===== config.mk =====
export PLATFORM = sky130hd
export DESIGN_NAME = arsl_cell
export DESIGN_NICKNAME = d
export VERILOG_FILES = /design/src/sv/arsl_pkg.sv /design/src/sv/arsl_cell.sv
export SDC_FILE = /design/constraint.sdc
export NUM_CORES = 1
export LEC_CHECK = 0
export ABC_AREA = 1
export BUFFER_PORTS_ARGS = -buffer_cell sky130_fd_sc_hd__buf_2
export CAP_MARGIN = 20
export CORE_MARGIN = 5
export CORE_UTILIZATION = 49
export DETAILED_ROUTE_END_ITERATION = 8
export HOLD_SLACK_MARGIN = 0.15
export PLACE_DENSITY = 0.72
export SETUP_SLACK_MARGIN = 0.5
export SYNTH_ARGS = -nofsm -noshare
export SYNTH_HDL_FRONTEND = slang
export SYNTH_SLANG_ARGS = --single-unit

===== constraint.sdc =====
create_clock -name clk -period 9.75 [get_ports clk]
set_clock_uncertainty 0.15 [all_clocks]
set_input_delay 0.4875 -clock clk [delete_from_list [all_inputs] [get_ports clk]]
set_output_delay 0.4875 -clock clk [all_outputs]
set_load 0.005 [all_outputs]

===== src/sv/arsl_pkg.sv =====
`default_nettype none

package arsl_pkg;

  // Operation codes carried in the func field of a request.
  typedef enum logic [1:0] {
    FUNC_LOAD = 2'd0,
    FUNC_FIND = 2'd1,
    FUNC_READ = 2'd2,
    FUNC_BAD  = 2'd3
  } func_t;

  // Result status codes.
  typedef enum logic [1:0] {
    ST_OK       = 2'd0,
    ST_UNAVAIL  = 2'd1,
    ST_NOTFOUND = 2'd2
  } status_t;

  // Configuration register indexes.
  localparam int CFG_INDEX_W = 2;
  typedef enum logic [CFG_INDEX_W-1:0] {
    REG_HEADER_MAGIC    = 2'd0,
    REG_EXPECTED_MAGIC  = 2'd1,
    REG_HEADER_CHECKSUM = 2'd2,
    REG_ENTRY_COUNT     = 2'd3
  } cfg_reg_t;

  // The table is unusable once the entry count reaches this limit.
  localparam logic [20:0] COUNT_LIMIT = 21'(1 << 20);

  // One request beat.
  typedef struct packed {
    logic [1:0]  func;
    logic [7:0]  entry_index;
    logic [31:0] entry_base;
    logic [31:0] entry_length;
    logic [31:0] lookup_address;
  } arsl_in_t;

  // One result beat.
  typedef struct packed {
    logic [1:0]  status;
    logic [7:0]  match_index;
    logic [31:0] out_base;
    logic [31:0] out_length;
  } arsl_out_t;

  // Token handed from cell to cell. The key holds the load base or the
  // lookup address, and on a read it picks up the entry base; val holds
  // the load length, and on a read it picks up the entry length.
  typedef struct packed {
    logic        valid;
    func_t       func;
    logic [7:0]  idx;
    logic [31:0] key;
    logic [31:0] val;
    logic        done;
    status_t     status;
    logic [7:0]  match;
  } arsl_tok_t;

endpackage

`default_nettype wire


===== src/sv/arsl_cell.sv =====
`default_nettype none

module arsl_cell #(
  parameter int CELL_INDEX = 0
) (
  input  logic               clk,
  input  logic               rst,
  input  logic [8:0]         entry_count,
  input  arsl_pkg::arsl_tok_t tok_in,
  output arsl_pkg::arsl_tok_t tok_out
);
  import arsl_pkg::*;

  localparam logic [31:0] CELL_WORD = 32'(CELL_INDEX);
  localparam bit SLOT_REACHABLE = (CELL_INDEX < 256);

  logic [31:0] base;
  logic [31:0] length;
  logic [31:0] range_end;
  logic        active;
  logic        slot_hit;
  logic        in_range;
  logic        write_en;
  arsl_tok_t   tok_next;

  // This cell holds an entry in use when the count reaches past it.
  assign active    = {23'b0, entry_count} > CELL_WORD;
  assign slot_hit  = SLOT_REACHABLE && (tok_in.idx == CELL_WORD[7:0]);
  assign write_en  = tok_in.valid && (tok_in.func == FUNC_LOAD) && slot_hit;
  assign range_end = base + length;
  assign in_range  = (tok_in.key >= base) && (tok_in.key < range_end);

  // Work on the passing token with this cell's entry.
  always_comb begin
    tok_next = tok_in;
    if (tok_in.valid && !tok_in.done && active) begin
      case (tok_in.func)
        FUNC_FIND: begin
          if (in_range) begin
            tok_next.status = ST_OK;
            tok_next.match  = CELL_WORD[7:0];
            tok_next.done   = 1'b1;
          end else if (tok_in.key < base) begin
            tok_next.done = 1'b1;
          end
        end
        FUNC_READ: begin
          if (slot_hit) begin
            tok_next.status = ST_OK;
            tok_next.key    = base;
            tok_next.val    = length;
            tok_next.done   = 1'b1;
          end
        end
        default: begin
        end
      endcase
    end
  end

  // Token stage register.
  always_ff @(posedge clk) begin
    if (rst) begin
      tok_out.valid <= 1'b0;
    end else begin
      tok_out.valid <= tok_next.valid;
    end
    tok_out.func   <= tok_next.func;
    tok_out.idx    <= tok_next.idx;
    tok_out.key    <= tok_next.key;
    tok_out.val    <= tok_next.val;
    tok_out.done   <= tok_next.done;
    tok_out.status <= tok_next.status;
    tok_out.match  <= tok_next.match;
  end

  // Entry storage, written by a load beat that names this slot.
  always_ff @(posedge clk) begin
    if (write_en) begin
      base   <= tok_in.key;
      length <= tok_in.val;
    end
  end

endmodule

`default_nettype wire


==> metrics.txt <==
detailed-placement wirelength estimate 15800 um; Initial Util between 40 and 50%; Routed WL around 21000 um; maxcap violations 0; CTS Buffer Depth 2; GRT Util Overall 22.1%; Multi-input gate area 0.00388 sq mm; routability congestion estimate between 0.9 and 1; CP arrival 4.12 ns; share of post-route cells with drive strength above 1 21.8%; core area 0.0165 sq mm; crit path capture type flop; crit path kind reg2reg; Hold Fails Final Rpt 0; CP Max Fanout 8; fin crit period around 4.0 ns; # port buffers 182; antenna-violating nets left 0; status finished, final reports clean; first-pass GRT wire length 35000 um; Crit path largest cell delay around 0.41 ns; DP Area 0.00925 sq mm; htree depth 4; Yosys cell types 32; Area Overhead vs Synth 28.1%; global route overflow 0; peak supply drop 0.112 mV; CP dominant cell by count nand2_1; post-synthesis register bit count 150; syn avg cell area 8.90 sq um; startpoint types flop; FF+latch area 0.00364 sq mm; vias in the first global route 7116; I/O pin cnt 183; Worst-Skew Late Latency around 0.43 ns; Worst Hold Class in2reg; Post-Layout Inst Area 0.0105 sq mm; maximum number of pins on one net before global-route repair 75; final worst-path cycle share around two fifths; relative slew slack 41.0%; total power between 1 and 1.5 mW; Routed WL per cell 14.9 um; Reg clk slew, reported paths 0.06 ns; register area share after synthesis between 40% and 50%; CTS Buf Count 17; RSZ-0062 raised after global routing false; fill count 1421; Die H 139 um; # DRC 0; Slew @ Worst Pin 0.885 ns; CTS tree built; Post-synth EDFFs 64; via density per instance roughly 5; drt pass-1 iters 5; Leakage Power 5.27 nW; area of the die 0.0194 sq mm; Root Driver clkbuf_16; PD cells 140 mW/mm^2; Worst Path Required 9.91 ns; Final setup viols 0; warnings from Yosys 0; Setup Fix Bufs, Post-CTS 0; Setup Total Neg Slack 0 ns; initial antenna violation count 0; # hold bufs at CTS 62; DR vias a little under 7000; worst-path cell with the longest stage delay fa_1; Post-Syn Nets around 1100; Async SR Flop Fraction 0%; row cnt 47; Synth Instances 920; Max Clk Rate 253 MHz; synthesized area 0.00819 sq mm; crit path cell chain ha_1, inv_1, fa_1, o21ai_2, a21boi_1, o21ai_0, a21o_1, nand2_1, nand3b_1, nand2_1, ha_1, nand2_1, inv_1, nand3_1, inv_1, nand2_1, a21oi_1, nor2_1, nand4_1, nand2_1, inv_1; ys flop type dfxtp_1; number of diodes 0; Slew Limit Fails 0; die width between 100 and 150 um; CTS resizes 0; hold slack final around 0.16 ns; Num Clock Sinks 150; NumNets Final 1368; Initial DRC Count 365
## report_power, final
group,switching [mW],total (mW),internal [mW]
Sequential,0.00473,0.678,0.673
Combinational,0.0600,0.126,0.0663
Clock,0.261,0.663,0.402
Total,0.325,1.47,1.14
## final timing paths
path	slack, ns	depth (start not counted)	from	to
max reg2reg	5.79	21	base[0]	tok_out[2]
min	0.16	1	tok_in[63]	base[20]
max	5.79	21	base[0]	tok_out[2]
min reg2reg	0.39	2	length[6]	tok_out[17]
## sequential cells by signal (all words and copies together) (netlist names)
| register | cells |
|---|---|
| base | 32 |
| length | 32 |
| tok_out | 86 |
## cell type report
cell class,instances,share of cell area [%]
tap,220,2.62
clock inverter,7,0.465
multi-input combinational,618,37.0
clock buffer,25,5.34
inverter,138,4.94
timing repair buffer,248,14.9
sequential,150,34.7
## layer usage
metal / global-route usage [%] / vias to the layer above / wire length, um
met2: 36.5 / 205 / 9880
met5: 0 / - / 0
met1: 28.7 / 3092 / 9390
met3: 6.31 / 17 / 1390
li1: - / 3552 / -
met4: 5.61 / 0 / 259
## placed cells by master (no fill, tap or decap), types with 4 or more instances in the layout
| cell | Yosys | layout |
|---|---|---|
| a21o_1 | 7 | 7 |
| a21oi_1 | 73 | 73 |
| buf_2 | 0 | 182 |
| clkbuf_16 | 0 | 21 |
| dfxtp_1 | 86 | 86 |
| dlygate4sd3_1 | 0 | 63 |
| edfxtp_1 | 64 | 64 |
| ha_1 | 97 | 97 |
| inv_1 | 138 | 138 |
| nand2_1 | 207 | 207 |
| nand3_1 | 17 | 17 |
| nand4_1 | 9 | 9 |
| nor2_1 | 57 | 56 |
| nor3_1 | 4 | 4 |
| o21a_1 | 7 | 7 |
| o21ai_0 | 31 | 31 |
| o21ai_1 | 21 | 21 |
| o21ai_2 | 41 | 41 |
| xnor2_1 | 17 | 17 |
| xor2_1 | 8 | 8 |
## logic make-up (layout without fill, tap and decap cells)
kind of cell,count (synthesis),in the layout,synth area share (%)
and+or+nand+nor,301,301,14.7
AOI/OAI and AO/OA,194,194,14.9
buffers and inverters,152,418,8.21
DFF,150,150,44.5
adders and majority gates,98,98,15.1
xor gates and xnor gates,25,25,2.68
## per-stage QoR
stage               utilization (%)  cells  setup WS, ns
floorplan                         -    920          5.71
global placement               56.2   1311          6.01
detailed placement             56.2   1311          5.86
CTS                            63.6   1405          5.84
global route                   63.7   1406          5.36
finish                         63.7   1406          5.79
## cell usage after synthesis (8+ instances only)
| cell | count | share of area (%) |
|---|---|---|
| o21ai_0 | 31 | 1.9 |
| nand2_1 | 207 | 9.5 |
| inv_1 | 138 | 6.3 |
| edfxtp_1 | 64 | 23 |
| o21ai_2 | 41 | 4.4 |
| nor2_1 | 57 | 2.6 |
| dfxtp_1 | 86 | 21 |
| xnor2_1 | 17 | 1.8 |
| nand4_1 | 9 | 0.69 |
| xor2_1 | 8 | 0.86 |
| a21oi_1 | 73 | 4.5 |
| o21ai_1 | 21 | 1.3 |
| nand3_1 | 17 | 1.0 |
| ha_1 | 97 | 15 |
| buf_6 | 13 | 1.8 |
## critical path, delay by kind of cell (launching register included)
family / cells / cell delay (ns)
AND/OR/NAND/NOR: 9 / 1.28
AO/OA/AOI/OAI: 5 / 0.99
adder cells (fa/ha/maj): 3 / 0.85
flip-flops: 1 / 0.37
buffers and inverters: 4 / 0.21
No activity file was read; power rests on OpenSTA's default activity.
